==> src/sv/text_stream_line_number_escape_assert.svh <==
// Assertion macros for the line numbering and escape filter.
// Used by the top level only; no other dependencies.
`ifndef TEXT_STREAM_LINE_NUMBER_ESCAPE_ASSERT_SVH
`define TEXT_STREAM_LINE_NUMBER_ESCAPE_ASSERT_SVH
`ifndef SYNTH
`define TSLNE_ASSERT(lbl, clk, rstn, prop, msg) \
    lbl: assert property (@(posedge clk) disable iff (!rstn) prop) else $error(msg);
`define TSLNE_ASSERT_NEVER(lbl, clk, rstn, cond, msg) \
    lbl: assert property (@(posedge clk) disable iff (!rstn) !(cond)) else $error(msg);
`else
`define TSLNE_ASSERT(lbl, clk, rstn, prop, msg)
`define TSLNE_ASSERT_NEVER(lbl, clk, rstn, cond, msg)
`endif
`endif

==> src/sv/tslne_pkg.sv <==
// Shared types, constants and character codes of the line numbering filter.
// No dependencies.
`default_nettype none
package tslne_pkg;

    localparam int NUMBER_DIGITS = 6;
    localparam int NUM_COLS      = NUMBER_DIGITS + 1;
    localparam int CNT_W         = $clog2(NUMBER_DIGITS + 5);
    localparam int FIFO_DEPTH    = 2;
    localparam int FIFO_PTR_W    = $clog2(FIFO_DEPTH);
    localparam int FIFO_CNT_W    = $clog2(FIFO_DEPTH + 1);
    localparam int CFG_IDX_W     = 3;

    localparam logic [7:0] CH_TAB    = 8'h09;
    localparam logic [7:0] CH_LF     = 8'h0A;
    localparam logic [7:0] CH_SPACE  = 8'h20;
    localparam logic [7:0] CH_DOLLAR = 8'h24;
    localparam logic [7:0] CH_DASH   = 8'h2D;
    localparam logic [7:0] CH_ZERO   = 8'h30;
    localparam logic [7:0] CH_QMARK  = 8'h3F;
    localparam logic [7:0] CH_I      = 8'h49;
    localparam logic [7:0] CH_M      = 8'h4D;
    localparam logic [7:0] CH_CARET  = 8'h5E;
    localparam logic [7:0] CH_DEL    = 8'h7F;
    localparam logic [7:0] CTRL_OFS  = 8'h40;

    typedef logic [NUMBER_DIGITS-1:0][3:0] t_bcd;
    localparam t_bcd BCD_ONE = t_bcd'(1);

    typedef enum logic [CFG_IDX_W-1:0] {
        CFG_NUM_ALL      = 3'd0,
        CFG_NUM_NONBLANK = 3'd1,
        CFG_SHOW_ENDS    = 3'd2,
        CFG_SQUEEZE      = 3'd3,
        CFG_SHOW_TABS    = 3'd4,
        CFG_SHOW_NONPRT  = 3'd5
    } t_cfg_idx;

    typedef struct packed {
        logic num_all;
        logic num_nonblank;
        logic show_ends;
        logic squeeze;
        logic show_tabs;
        logic show_nonprt;
    } t_cfg;

    // How the back end renders the character of one item
    typedef enum logic [1:0] {
        K_PLAIN,
        K_LINE_END,
        K_CARET,
        K_META
    } t_kind;

    typedef struct packed {
        logic       has_num;
        t_bcd       bcd;
        t_kind      kind;
        logic [7:0] chr;
    } t_desc;

    typedef struct packed {
        logic  valid;
        t_desc desc;
    } t_q_push;

    typedef struct packed {
        logic full;
        logic empty;
    } t_q_stat;

endpackage
`default_nettype wire

==> src/sv/tslne_in_if.sv <==
// Input text channel: one raw byte and a file start flag per beat.
// No dependencies.
`default_nettype none
interface tslne_in_if;
    logic       valid;
    logic       ready;
    logic [7:0] text_byte;
    logic       file_start;

    modport source (output valid, output text_byte, output file_start, input ready);
    modport sink   (input valid, input text_byte, input file_start, output ready);
endinterface
`default_nettype wire

==> src/sv/tslne_out_if.sv <==
// Output text channel: one formatted byte and an end-of-run flag per beat.
// No dependencies.
`default_nettype none
interface tslne_out_if;
    logic       valid;
    logic       ready;
    logic [7:0] out_byte;
    logic       run_last;

    modport source (output valid, output out_byte, output run_last, input ready);
    modport sink   (input valid, input out_byte, input run_last, output ready);
endinterface
`default_nettype wire

==> src/sv/tslne_cfg_if.sv <==
// Configuration write channel: register index and one data bit per beat.
// Depends on tslne_pkg for the index width.
`default_nettype none
interface tslne_cfg_if;
    import tslne_pkg::*;
    logic                 valid;
    logic                 ready;
    logic [CFG_IDX_W-1:0] index;
    logic                 data;

    modport source (output valid, output index, output data, input ready);
    modport sink   (input valid, input index, input data, output ready);
endinterface
`default_nettype wire

==> src/sv/tslne_front.sv <==
// Front end: accepts text bytes, tracks line state and numbering, and
// queues one render descriptor per unsqueezed byte. Depends on tslne_pkg, tslne_in_if.
`default_nettype none
module tslne_front (
    input  wire logic              i_clk,
    input  wire logic              i_rst_n,
    input  wire tslne_pkg::t_cfg   i_cfg_regs,
    input  wire tslne_pkg::t_q_stat i_q_stat,
    tslne_in_if.sink               i_in,
    output tslne_pkg::t_q_push     o_push
);
    import tslne_pkg::*;

    logic       r_pwn, n_pwn;
    logic [1:0] r_br, n_br;
    t_bcd       r_bcd, n_bcd;

    logic       accept;
    logic       pwn;
    logic [1:0] br0;
    t_bcd       bcd0;
    logic       nl;
    logic       squeezed;
    logic       numbered;
    t_desc      desc;

    // Saturating BCD increment: all nines hold
    function automatic t_bcd bcd_inc(input t_bcd v);
        t_bcd r;
        logic carry;
        logic all9;
        r     = v;
        carry = 1'b1;
        all9  = 1'b1;
        for (int k = 0; k < NUMBER_DIGITS; k++) begin
            if (v[k] != 4'd9) all9 = 1'b0;
            if (carry) begin
                if (v[k] == 4'd9) begin
                    r[k] = 4'd0;
                end else begin
                    r[k]  = v[k] + 4'd1;
                    carry = 1'b0;
                end
            end
        end
        return all9 ? v : r;
    endfunction

    assign i_in.ready = !i_q_stat.full;
    assign accept     = i_in.valid && i_in.ready;

    always_comb begin
        pwn  = i_in.file_start | r_pwn;
        br0  = i_in.file_start ? 2'd0 : r_br;
        bcd0 = i_in.file_start ? BCD_ONE : r_bcd;
        nl   = (i_in.text_byte == CH_LF);

        if (pwn && nl) begin
            n_br = (br0 == 2'd3) ? 2'd3 : br0 + 2'd1;
        end else begin
            n_br = 2'd0;
        end

        squeezed = i_cfg_regs.squeeze && (n_br > 2'd1);
        numbered = pwn && (i_cfg_regs.num_all || i_cfg_regs.num_nonblank)
                   && !(i_cfg_regs.num_nonblank && (n_br != 2'd0));
        n_bcd    = (numbered && !squeezed) ? bcd_inc(bcd0) : bcd0;
        n_pwn    = nl;

        desc.has_num = numbered;
        desc.bcd     = bcd0;
        desc.kind    = K_PLAIN;
        desc.chr     = i_in.text_byte;
        if (nl) begin
            desc.kind = i_cfg_regs.show_ends ? K_LINE_END : K_PLAIN;
        end else if (i_in.text_byte == CH_TAB) begin
            if (i_cfg_regs.show_tabs) begin
                desc.kind = K_CARET;
                desc.chr  = CH_I;
            end
        end else if (i_cfg_regs.show_nonprt) begin
            if (i_in.text_byte inside {[8'h00:8'h1F]}) begin
                desc.kind = K_CARET;
                desc.chr  = i_in.text_byte + CTRL_OFS;
            end else if (i_in.text_byte == CH_DEL) begin
                desc.kind = K_CARET;
                desc.chr  = CH_QMARK;
            end else if (i_in.text_byte inside {[8'h80:8'h9F]}) begin
                desc.kind = K_META;
                desc.chr  = i_in.text_byte - CTRL_OFS;
            end
        end
    end

    assign o_push.valid = accept && !squeezed;
    assign o_push.desc  = desc;

    always_ff @(posedge i_clk) begin
        if (!i_rst_n) begin
            r_pwn <= 1'b1;
            r_br  <= 2'd0;
            r_bcd <= BCD_ONE;
        end else if (accept) begin
            r_pwn <= n_pwn;
            r_br  <= n_br;
            r_bcd <= n_bcd;
        end
    end

endmodule
`default_nettype wire

==> src/sv/tslne_fifo.sv <==
// Short descriptor queue between front and back end.
// Depends on tslne_pkg.
`default_nettype none
module tslne_fifo (
    input  wire logic               i_clk,
    input  wire logic               i_rst_n,
    input  wire tslne_pkg::t_q_push i_push,
    input  wire logic               i_pop,
    output tslne_pkg::t_desc        o_head,
    output tslne_pkg::t_q_stat      o_stat
);
    import tslne_pkg::*;

    t_desc                 r_mem [FIFO_DEPTH];
    logic [FIFO_PTR_W-1:0] r_wr, n_wr;
    logic [FIFO_PTR_W-1:0] r_rd, n_rd;
    logic [FIFO_CNT_W-1:0] r_cnt, n_cnt;
    logic                  do_push;
    logic                  do_pop;

    assign o_stat.full  = (r_cnt == FIFO_CNT_W'(FIFO_DEPTH));
    assign o_stat.empty = (r_cnt == '0);
    assign o_head       = r_mem[r_rd];

    assign do_push = i_push.valid && !o_stat.full;
    assign do_pop  = i_pop && !o_stat.empty;

    always_comb begin
        n_wr  = r_wr;
        n_rd  = r_rd;
        n_cnt = r_cnt;
        if (do_push) begin
            n_wr = (r_wr == FIFO_PTR_W'(FIFO_DEPTH - 1)) ? '0 : r_wr + 1'b1;
        end
        if (do_pop) begin
            n_rd = (r_rd == FIFO_PTR_W'(FIFO_DEPTH - 1)) ? '0 : r_rd + 1'b1;
        end
        if (do_push && !do_pop) begin
            n_cnt = r_cnt + 1'b1;
        end else if (do_pop && !do_push) begin
            n_cnt = r_cnt - 1'b1;
        end
    end

    always_ff @(posedge i_clk) begin
        if (!i_rst_n) begin
            r_wr  <= '0;
            r_rd  <= '0;
            r_cnt <= '0;
        end else begin
            r_wr  <= n_wr;
            r_rd  <= n_rd;
            r_cnt <= n_cnt;
        end
    end

    always_ff @(posedge i_clk) begin
        if (do_push) r_mem[r_wr] <= i_push.desc;
    end

endmodule
`default_nettype wire

==> src/sv/tslne_back.sv <==
// Back end: expands the head descriptor into output bytes, one beat a cycle
// unless stalled, through an output register. Depends on tslne_pkg, tslne_out_if.
`default_nettype none
module tslne_back (
    input  wire logic               i_clk,
    input  wire logic               i_rst_n,
    input  wire tslne_pkg::t_desc   i_head,
    input  wire tslne_pkg::t_q_stat i_q_stat,
    output logic                    o_pop,
    tslne_out_if.source             o_out
);
    import tslne_pkg::*;

    logic [CNT_W-1:0] r_cnt, n_cnt;
    logic             r_started, n_started;
    logic             r_out_valid;
    logic [7:0]       r_out_byte;
    logic             r_out_last;

    logic             advance;
    logic [CNT_W-1:0] pos;
    logic [CNT_W-1:0] prelen;
    logic             in_num;
    logic [3:0]       digit;
    logic             is_units;
    logic             start_now;
    logic [7:0]       nxt_byte;
    logic             nxt_last;

    assign advance = !i_q_stat.empty && (!r_out_valid || o_out.ready);

    always_comb begin
        in_num = i_head.has_num && (r_cnt < CNT_W'(NUM_COLS));
        pos    = i_head.has_num ? r_cnt - CNT_W'(NUM_COLS) : r_cnt;

        digit = 4'd0;
        for (int k = 0; k < NUMBER_DIGITS; k++) begin
            if (r_cnt == CNT_W'(NUMBER_DIGITS - 1 - k)) digit = i_head.bcd[k];
        end
        is_units  = (r_cnt == CNT_W'(NUMBER_DIGITS - 1));
        start_now = r_started || (digit != 4'd0) || is_units;

        case (i_head.kind)
            K_PLAIN:    prelen = CNT_W'(0);
            K_LINE_END: prelen = CNT_W'(1);
            K_CARET:    prelen = CNT_W'(1);
            K_META:     prelen = CNT_W'(3);
            default:    prelen = CNT_W'(0);
        endcase

        nxt_last  = 1'b0;
        n_started = r_started;
        if (in_num) begin
            if (r_cnt == CNT_W'(NUMBER_DIGITS)) begin
                nxt_byte = CH_TAB;
            end else begin
                // blank leading zeros until the first significant digit
                nxt_byte  = start_now ? (CH_ZERO | {4'h0, digit}) : CH_SPACE;
                n_started = start_now;
            end
        end else if (pos == prelen) begin
            nxt_byte = i_head.chr;
            nxt_last = 1'b1;
        end else begin
            case (i_head.kind)
                K_LINE_END: nxt_byte = CH_DOLLAR;
                K_CARET:    nxt_byte = CH_CARET;
                K_META: begin
                    if (pos == CNT_W'(0)) begin
                        nxt_byte = CH_M;
                    end else if (pos == CNT_W'(1)) begin
                        nxt_byte = CH_DASH;
                    end else begin
                        nxt_byte = CH_CARET;
                    end
                end
                default:    nxt_byte = i_head.chr;
            endcase
        end

        if (nxt_last) begin
            n_cnt     = '0;
            n_started = 1'b0;
        end else begin
            n_cnt = r_cnt + 1'b1;
        end
    end

    assign o_pop = advance && nxt_last;

    always_ff @(posedge i_clk) begin
        if (!i_rst_n) begin
            r_cnt       <= '0;
            r_started   <= 1'b0;
            r_out_valid <= 1'b0;
        end else begin
            if (advance) begin
                r_cnt     <= n_cnt;
                r_started <= n_started;
            end
            if (advance) begin
                r_out_valid <= 1'b1;
            end else if (o_out.ready) begin
                r_out_valid <= 1'b0;
            end
        end
    end

    always_ff @(posedge i_clk) begin
        if (advance) begin
            r_out_byte <= nxt_byte;
            r_out_last <= nxt_last;
        end
    end

    assign o_out.valid    = r_out_valid;
    assign o_out.out_byte = r_out_byte;
    assign o_out.run_last = r_out_last;

endmodule
`default_nettype wire

==> src/sv/text_stream_line_number_escape.sv <==
// Top level of the line numbering and escape filter: configuration
// registers, front end, descriptor queue and back end. Depends on tslne_pkg.
//
// One text byte is accepted per cycle while the back end keeps up. Each
// accepted byte yields a run of 1 to NUMBER_DIGITS+5 output beats (11 with
// six digits): an optional right-justified number and tab, an optional
// escape prefix of up to three bytes, then the character; run_last marks the
// final beat. The back end emits one beat a cycle through its output
// register while the sink is ready, and a squeezed newline is accepted but
// yields no output. A two-entry queue between front and back end lets the
// input keep flowing while a run drains.
`default_nettype none
`include "text_stream_line_number_escape_assert.svh"
module text_stream_line_number_escape (
    input  wire logic i_clk,
    input  wire logic i_rst_n,
    tslne_cfg_if.sink i_cfg,
    tslne_in_if.sink  i_in,
    tslne_out_if.source o_out
);
    import tslne_pkg::*;

    t_cfg    r_cfg;
    t_q_push push;
    t_q_stat q_stat;
    t_desc   head;
    logic    pop;

    assign i_cfg.ready = 1'b1;

    always_ff @(posedge i_clk) begin
        if (!i_rst_n) begin
            r_cfg <= '0;
        end else if (i_cfg.valid) begin
            case (i_cfg.index)
                CFG_NUM_ALL:      r_cfg.num_all      <= i_cfg.data;
                CFG_NUM_NONBLANK: r_cfg.num_nonblank <= i_cfg.data;
                CFG_SHOW_ENDS:    r_cfg.show_ends    <= i_cfg.data;
                CFG_SQUEEZE:      r_cfg.squeeze      <= i_cfg.data;
                CFG_SHOW_TABS:    r_cfg.show_tabs    <= i_cfg.data;
                CFG_SHOW_NONPRT:  r_cfg.show_nonprt  <= i_cfg.data;
                default:          ;
            endcase
        end
    end

    tslne_front u_front (
        .i_clk      (i_clk),
        .i_rst_n    (i_rst_n),
        .i_cfg_regs (r_cfg),
        .i_q_stat   (q_stat),
        .i_in       (i_in),
        .o_push     (push)
    );

    tslne_fifo u_fifo (
        .i_clk   (i_clk),
        .i_rst_n (i_rst_n),
        .i_push  (push),
        .i_pop   (pop),
        .o_head  (head),
        .o_stat  (q_stat)
    );

    tslne_back u_back (
        .i_clk    (i_clk),
        .i_rst_n  (i_rst_n),
        .i_head   (head),
        .i_q_stat (q_stat),
        .o_pop    (pop),
        .o_out    (o_out)
    );

    `TSLNE_ASSERT_NEVER(a_no_push_full, i_clk, i_rst_n, push.valid && q_stat.full, "push into full queue")
    `TSLNE_ASSERT_NEVER(a_no_pop_empty, i_clk, i_rst_n, pop && q_stat.empty, "pop from empty queue")
    `TSLNE_ASSERT(a_push_lands, i_clk, i_rst_n, push.valid |=> !q_stat.empty, "pushed item lost")
    `TSLNE_ASSERT(a_run_gapless, i_clk, i_rst_n, (o_out.valid && o_out.ready && !o_out.run_last) |=> o_out.valid, "gap inside run")

endmodule
`default_nettype wire
==> src/flat_wrapper.sv <==
// flat-port wrapper written by rule: the top's interface ports become plain ports
module text_stream_line_number_escape_flat import tslne_pkg::*;
  (i_clk, i_rst_n, i_cfg_valid, i_cfg_index, i_cfg_data, i_cfg_ready, i_in_valid, i_in_text_byte, i_in_file_start, i_in_ready, o_out_valid, o_out_out_byte, o_out_run_last, o_out_ready);
  tslne_cfg_if i_cfg_i ();
  tslne_in_if i_in_i ();
  tslne_out_if o_out_i ();
  input  wire logic i_clk;
  input  wire logic i_rst_n;
  input wire logic [$bits(i_cfg_i.valid)-1:0] i_cfg_valid;
  input wire logic [$bits(i_cfg_i.index)-1:0] i_cfg_index;
  input wire logic [$bits(i_cfg_i.data)-1:0] i_cfg_data;
  output wire logic [$bits(i_cfg_i.ready)-1:0] i_cfg_ready;
  input wire logic [$bits(i_in_i.valid)-1:0] i_in_valid;
  input wire logic [$bits(i_in_i.text_byte)-1:0] i_in_text_byte;
  input wire logic [$bits(i_in_i.file_start)-1:0] i_in_file_start;
  output wire logic [$bits(i_in_i.ready)-1:0] i_in_ready;
  output wire logic [$bits(o_out_i.valid)-1:0] o_out_valid;
  output wire logic [$bits(o_out_i.out_byte)-1:0] o_out_out_byte;
  output wire logic [$bits(o_out_i.run_last)-1:0] o_out_run_last;
  input wire logic [$bits(o_out_i.ready)-1:0] o_out_ready;
  assign i_cfg_i.valid = i_cfg_valid;
  assign i_cfg_i.index = i_cfg_index;
  assign i_cfg_i.data = i_cfg_data;
  assign i_cfg_ready = i_cfg_i.ready;
  assign i_in_i.valid = i_in_valid;
  assign i_in_i.text_byte = i_in_text_byte;
  assign i_in_i.file_start = i_in_file_start;
  assign i_in_ready = i_in_i.ready;
  assign o_out_valid = o_out_i.valid;
  assign o_out_out_byte = o_out_i.out_byte;
  assign o_out_run_last = o_out_i.run_last;
  assign o_out_i.ready = o_out_ready;
  text_stream_line_number_escape u_core (.i_clk(i_clk), .i_rst_n(i_rst_n), .i_cfg(i_cfg_i), .i_in(i_in_i), .o_out(o_out_i));
endmodule
==> config.mk <==
export PLATFORM = sky130hd
export DESIGN_NAME = text_stream_line_number_escape_flat
export DESIGN_NICKNAME = d
export VERILOG_FILES = /design/src/sv/tslne_pkg.sv /design/src/sv/tslne_in_if.sv /design/src/sv/tslne_out_if.sv /design/src/sv/tslne_cfg_if.sv /design/src/sv/tslne_front.sv /design/src/sv/tslne_fifo.sv /design/src/sv/tslne_back.sv /design/src/sv/text_stream_line_number_escape.sv /design/src/flat_wrapper.sv
export VERILOG_INCLUDE_DIRS = /design/src /design/src/sv
export SDC_FILE = /design/constraint.sdc
export NUM_CORES = 1
export LEC_CHECK = 0
export BUFFER_PORTS_ARGS = -buffer_cell sky130_fd_sc_hd__buf_2
export CAP_MARGIN = 25
export CORE_MARGIN = 3
export CORE_UTILIZATION = 47
export CTS_CLUSTER_SIZE = 30
export DETAILED_ROUTE_END_ITERATION = 10
export PLACE_DENSITY = 0.68
export RECOVER_POWER = 100
export SYNTH_ARGS = -nofsm -noshare
export SYNTH_HDL_FRONTEND = slang
export SYNTH_SLANG_ARGS = --single-unit
==> constraint.sdc <==
create_clock -name i_clk -period 3.5 [get_ports i_clk]
set_clock_uncertainty 0.15 [all_clocks]
set_input_delay 0.175 -clock i_clk [delete_from_list [all_inputs] [get_ports i_clk]]
set_output_delay 0.175 -clock i_clk [all_outputs]
set_load 0.1 [all_outputs]
# Yosys cells after proc, flatten, opt, wreduce, memory -nomap -nowiden
# Memory sizes are Yosys's and may differ from the RTL's. A register that Yosys moved wholly into a read port is not among the register bits.
# Cells that the tools add are included.
[classes] magnitude_cmp=6 n_reduce_logical=46 n_addsub=15 eq_ne=34 mux=72 bitwise_logic=1
[ops] operator="4-bit two-way mux" count=19
[ops] operator="24-bit two-way mux" count=3
[ops] operator="10-bit two-way mux" count=6
[ops] operator="1-bit two-way mux" count=29
[ops] operator="4-bit by 1-bit adder with 4-bit output, second input constant" count=7
[ops] operator="4-bit equality test, second input constant" count=6
[ops] operator="8-bit two-way mux" count=3
[ops] operator="4-bit != test, second input constant" count=6
[ops] operator="8-bit one-hot mux with 3 select lines" count=1
[ops] operator="1-bit logical AND" count=17
[ops] operator="8-bit by 4-bit equality test with 1-bit output, second input constant" count=2
[ops] operator="7-bit two-way mux" count=2
[ops] operator="4-bit by 3-bit equality test with 1-bit output, second input constant" count=3
[ops] operator="2-bit two-way mux" count=6
[ops] operator="4-bit one-hot mux with 3 select lines" count=1
[ops] operator="2-bit AND reduction" count=6
[ops] operator="8-bit by 7-bit adder with 8-bit output, second input constant" count=1
[ops] operator="2-bit equality test, second input constant" count=4
[ops] operator="4-bit by 1-bit equality test with 1-bit output, second input constant" count=2
[ops] operator="4-bit by 2-bit equality test with 1-bit output, second input constant" count=2
[ops] operator="8-bit by 7-bit equality test with 1-bit output, second input constant" count=1
[ops] operator="8-bit by 1-bit >= comparator with 1-bit output, second input constant" count=1
[ops] operator="8-bit >= comparator, second input constant" count=1
[ops] operator="8-bit by 5-bit <= comparator with 1-bit output, second input constant" count=1
[ops] operator="26 further kinds" count=44
[totals] ff_bits=52 mem_count=1 out_inout_bits=12 in_bits=18 mem_bits_rw=70 elab_cells=197
[memory_table] name="u_core.u_fifo.r_mem" depth=2 word_bits=35 rd=1 rd_ports_with_merged_regs=1 write_ports=1 line_no="tslne_fifo.sv:14" text="t_desc r_mem [FIFO_DEPTH];"

# Depth between registers and ports, before layout
[depth] word_depth=13 ltp_mapped=12 mapped_depth_nobuf=11

# By module
# A second synthesis with hierarchy kept.
[hier_totals] hier_cells=671 hier_area_um2=6911.6
[by_module_without_submodules] mod="tslne_fifo" cells_each=134 seq_area_each_um2=2202.1 area_per_inst_um2=2757.6 n_inst=1
[by_module_without_submodules] mod="tslne_front" cells_each=336 seq_area_each_um2=540.5 area_per_inst_um2=2477.4 n_inst=1
[by_module_without_submodules] mod="tslne_back" cells_each=174 seq_area_each_um2=390.4 area_per_inst_um2=1395.1 n_inst=1
[by_module_without_submodules] mod="text_stream_line_number_escape" cells_each=27 seq_area_each_um2=120.1 area_per_inst_um2=281.5 n_inst=1

# Least setup slack after synthesis
# Ideal clock, no wire load.
[synth_timing] kind="register to register" start="reg u_core.u_fifo.r_cnt[0]" end="mem u_core.u_fifo.r_mem[0][0] (netlist bit), enable pin" synth_period_minus_slack_ns=4.226 path_stages_with_launch=6 t_arrival_ns=3.645 required_ns=2.919 path_slack_ns=-0.726 n_path_buf=1 setup_ns=0.431 path_cell_list="dfxtp_1 nand2b_1 nand2_1 clkbuf_1 a21oi_1 nor2b_1"
[synth_between] elab_chain_len=7
[synth_lines] element="start, declared" line_no="tslne_fifo.sv:17" text="logic [FIFO_CNT_W-1:0] r_cnt, n_cnt;"
[synth_lines] element="start signal, assigned" line_no="tslne_fifo.sv:53" text="r_cnt <= n_cnt;"
[synth_lines] element="2-bit equality test *" line_no="tslne_fifo.sv:21" text="assign o_stat.full = (r_cnt == FIFO_CNT_W'(FIFO_DEPTH));"
[synth_lines] element="1-bit zero test *" line_no="tslne_front.sv:49" text="assign i_in.ready = !i_q_stat.full;"
[synth_lines] element="via i_in_ready" line_no="flat_wrapper.sv:16" text="output wire logic [$bits(i_in_i.ready)-1:0] i_in_ready;"
[synth_lines] element="1-bit logical AND" line_no="tslne_front.sv:50" text="assign accept = i_in.valid && i_in.ready;"
[synth_lines] element="1-bit logical AND" line_no="tslne_front.sv:95" text="assign o_push.valid = accept && !squeezed;"
[synth_lines] element="1-bit logical AND *" line_no="tslne_fifo.sv:25" text="assign do_push = i_push.valid && !o_stat.full;"
[synth_lines] element="via u_core.u_fifo.do_push" line_no="tslne_fifo.sv:18" text="logic do_push;"
[synth_lines] element="1-bit two-way mux *" line_no="tslne_fifo.sv:58" text="if (do_push) r_mem[r_wr] <= i_push.desc;"
[synth_lines] element="1-bit two-way mux (implied by the code) *" line_no="tslne_fifo.sv:58"
[synth_lines] element="end, declared" line_no="tslne_fifo.sv:14"
# The timed path passes the listed nets; every way through them passes the cells marked *.

# Worst setup path in the final report
[layout_timing] start="reg u_core.u_back.r_cnt[0]" end="reg u_core.u_fifo.r_cnt[1]"
[layout_between] elab_chain_len=10 word_cells_on_any_way=14 classes_between="1 x add/sub; 1 x order compare; 1 x eq/ne; 4 x mux; 7 x reduce/logical"
[layout_lines] element="start, declared" line_no="tslne_back.sv:14" text="logic [CNT_W-1:0] r_cnt, n_cnt;"
[layout_lines] element="start signal, assigned" line_no="tslne_back.sv:98" text="r_cnt <= n_cnt;"
[layout_lines] element="4-bit by 3-bit subtractor with 4-bit output" line_no="tslne_back.sv:34" text="pos = i_head.has_num ? r_cnt - CNT_W'(NUM_COLS) : r_cnt;"
[layout_lines] element="4-bit two-way mux" line_no="tslne_back.sv:34"
[layout_lines] element="4-bit equality test" line_no="tslne_back.sv:61" text="end else if (pos == prelen) begin"
[layout_lines] element="1-bit two-way mux" line_no="tslne_back.sv:61"
[layout_lines] element="1-bit two-way mux *" line_no="tslne_back.sv:53" text="if (in_num) begin"
[layout_lines] element="via u_core.u_back.nxt_last" line_no="tslne_back.sv:28" text="logic nxt_last;"
[layout_lines] element="1-bit logical AND *" line_no="tslne_back.sv:89" text="assign o_pop = advance && nxt_last;"
[layout_lines] element="1-bit logical AND *" line_no="tslne_fifo.sv:26" text="assign do_pop = i_pop && !o_stat.empty;"
[layout_lines] element="1-bit zero test" line_no="tslne_fifo.sv:38" text="if (do_push && !do_pop) begin"
[layout_lines] element="1-bit logical AND" line_no="tslne_fifo.sv:38"
[layout_lines] element="2-bit two-way mux or 2-bit nonzero test (tied branches)"
# Marked as above.
# A chain may end at the register's enable or synchronous reset.

==> results.txt <==
Status - completed
Tightest Pin Transition - 1430 ps
Clk pin slew, worst setup/hold paths - 60 ps
Clk Latency, worst-skew pair - 420 ps
Hold Violations, Final - 0
CTS tree - done
Gr usage total - 20.0%
Mapped Area - 6350 um^2
Gate Count Post-Synth - 611
Top_reg_cell synth - edfxtp_1
DRT antenna net count - 0
DRC - 0
Initial antenna violation count - 0
Seq cells post-synth - 123
Die extent in y - 122 um
Max clock buf depth - 2
Commonest cells post-synth - edfxtp_1 (79), nor2_1 (51), nand2_1 (46), dfxtp_1 (44), mux2i_1 (41)
EDFF count, synth - 79
Port bufs - 28
Top-area cell type share of the netlist area - 37.4%
Final RePlAce weighted congestion - 0.887
Synth area leader - edfxtp_1
Startpoint Class - flop
Vias in the first global route - 4471
Placement Setup Slack - 339 ps
Critical setup path kind - reg -> reg
Final #Nets - 673
CP most frequent cell - ha_1
Count of different cell masters after synthesis - 67
Vias - 4845
Synth area leaders - edfxtp_1 (37%), dfxtp_1 (14%), mux2i_1 (6.5%)
Inserted Diodes - 0
Vias per std cell - 5.84
Sequential area share after synthesis - 51.3%
I/O pins - 30
Clock sink total - 123
Synth-to-Final Area Change - 15.1%
Asr flop ratio synth - 0%
Synthesized net count - 639
Syn Area/Cell - 10.4 um^2
Slowest stage delay, CP - 530 ps
Warnings, synthesis - 0
Initial Util - 49.1%
DR pass1 iterations - 5
DP Wirelength - 9.89 mm
CTS resizes - 0
VDD IR max - 0.462 mV
Critical path capture point type - flop
DR top layer - met4
Reg-to-reg slack, setup - 270 ps
# rows - 41
Crit-path max FO - 9
Initial DRC Count - 431
H-tree depth - 4
First-pass GRT wire length - 23.0 mm
Core ar. - 12900 um^2
Hold Crit Class - in -> reg
Cell Pwr Density - 765 nW/um^2
Fin crit period - 3230 ps
Fmax achieved - 310 MHz
Setup Viol. Count Final - 0
Crit-path leading delay family - compound AO/OA/AOI/OAI gates
Pin count of the biggest net entering global routing - 36
Leakage - 2.48 nW
RSZ-0062 raised after global routing - no
Buf/Inv on CP - 1
Fin area - 7310 um^2
Final Max Tran Viols - 0
Layout cells sized above 1 - 11.2%
Die width - 122 um
Final worst slack - 275 ps
Crit path DAT - 3420 ps
Dpl cells - 790
Met3 WL post-DR - 934 um
Worst EP required - 3690 ps
CP max stage cell - a2111oi_2
Setup_tns - 0 ps
Final core occ - 56.5%
GRT overflow - 0
CTS Buf Count - 17
Non-filler instance count after layout - 830
Relative slew slack - 4.66%
Placement Cell Area - 6660 um^2
Drt wl/cell - 17.3 um
Ratio of final minimum period to clock period - 92.1%
Wire length on met2 - 6.32 mm
Met1 wire length - 6.77 mm
Count leader, synth - edfxtp_1
Max-cap violations - 0
Root Buffer - clkbuf_16
DIE AREA - 14900 um^2
CP cell instances - inv_1 > ha_1 > o21ba_2 > o211ai_1 > a2111oi_2 > nand2_1 > ha_1 > or3_1 > a21oi_1
Final wirelength - 14.3 mm
worst reg2reg max path, cell delays in order, from the launching register on:
cell       delay (ps)
dfxtp_1           500
inv_1             140
ha_1              360
o21ba_2           250
o211ai_1          140
a2111oi_2         530
nand2_1           220
ha_1              360
or3_1             350
a21oi_1           150
cell families after synthesis:
| logic type | count (synthesis) | synth area share [%] |
|---|---|---|
| adders and majority gates | 10 | 1.97 |
| and+or+nand+nor | 227 | 19.5 |
| muxes | 52 | 8.42 |
| xor gates and xnor gates | 11 | 1.52 |
| AOI/OAI and AO/OA | 136 | 14.0 |
| other | 1 | 0.0591 |
| DFF | 123 | 51.3 |
| buffers and inverters | 51 | 3.25 |
cells in the final DEF (no fill, tap or decap), types with 4 or more instances in the layout:
cell | synthesis | routed
edfxtp_1 | 79 | 79
or3_1 | 5 | 6
nand3_1 | 13 | 13
buf_4 | 1 | 4
or2_2 | 4 | 4
o211ai_1 | 7 | 7
clkbuf_1 | 26 | 26
nor2_1 | 51 | 51
nor2b_1 | 28 | 28
mux2_2 | 11 | 11
clkbuf_16 | 0 | 17
clkinv_4 | 0 | 5
buf_2 | 3 | 9
dfxtp_1 | 44 | 43
nand4_1 | 10 | 10
o32ai_1 | 4 | 4
or4_1 | 5 | 5
nor4_1 | 10 | 10
ha_1 | 10 | 10
o31a_1 | 4 | 4
nand2_1 | 46 | 46
a21o_1 | 4 | 4
dlygate4sd3_1 | 0 | 8
a211oi_1 | 4 | 4
mux2i_1 | 41 | 41
bufinv_16 | 0 | 4
and3_1 | 5 | 5
a31oi_1 | 11 | 11
nand2b_1 | 10 | 10
o22ai_1 | 6 | 6
inv_1 | 18 | 18
a21oi_1 | 29 | 29
xor2_1 | 4 | 4
nor3_1 | 13 | 13
xnor2_1 | 7 | 7
o31ai_1 | 4 | 4
o21ai_0 | 36 | 36
flip-flops by register name (all words and copies together), names as in the netlist, named ones only:
name / cells
u_core.u_front.r_pwn: 1
u_core.u_fifo.r_rd: 1
u_core.u_fifo.r_cnt: 2
u_core.u_back.r_cnt: 4
u_core.u_back.r_started: 1
u_core.u_back.o_out.valid: 1
u_core.r_cfg: 6
u_core.u_front.r_br: 2
u_core.u_back.o_out.out_byte: 8
u_core.u_fifo.r_mem: 70
u_core.u_fifo.r_wr: 1
u_core.u_front.r_bcd: 24
u_core.u_back.o_out.run_last: 1
power by group:
| group | total [W] | switching (W) | internal (W) |
|---|---|---|---|
| combinational | 0.00178 | 0.00128 | 0.000503 |
| clock | 0.00184 | 0.000648 | 0.00120 |
| sequential | 0.00196 | 0.000110 | 0.00185 |
layer usage:
layer | track usage, % | vias to the layer above
met2 | 29.7 | 161
met1 | 27.9 | 2299
li1 | - | 2358
met5 | 0 | -
met4 | 8.89 | 0
met3 | 4.93 | 27
stage by stage:
stage | total power (W) | hold slack (ps)
6_report | 0.00559 | 13.8
3_3_place_gp | 0.00377 | 255
4_1_cts | 0.00564 | 0.447
5_1_grt | 0.00584 | 58.3
2_1_floorplan | 0.00338 | 164
3_5_place_dp | 0.00378 | 264
repair_timing:
item,4_1_cts,5_1_grt
setup buffers,0,0
hold buffers,8,0
endpoints found under the hold margin,22,0
worst paths after layout:
| kind | from | end | depth (start not counted) |
|---|---|---|---|
| setup / recovery | u_core.u_back.r_cnt[0] | u_core.u_fifo.r_cnt[1] | 9 |
| hold reg to reg | u_core.u_front.r_br[1] | u_core.u_front.r_br[1] | 2 |
| hold / removal | i_cfg_index[1] | u_core.r_cfg[1] | 4 |
| setup reg to reg | u_core.u_back.r_cnt[0] | u_core.u_fifo.r_cnt[1] | 9 |
area by class of cell:
type,count,area (um^2)
well taps,172,215
inverters,18,67.6
clock inverters,13,193
repair buffers,48,263
clock buffers,19,433
multi-input cells,437,2880
flip-flops and latches,123,3250
fillers,1100,5620
Note: power is estimated with default switching activity, not from simulation.
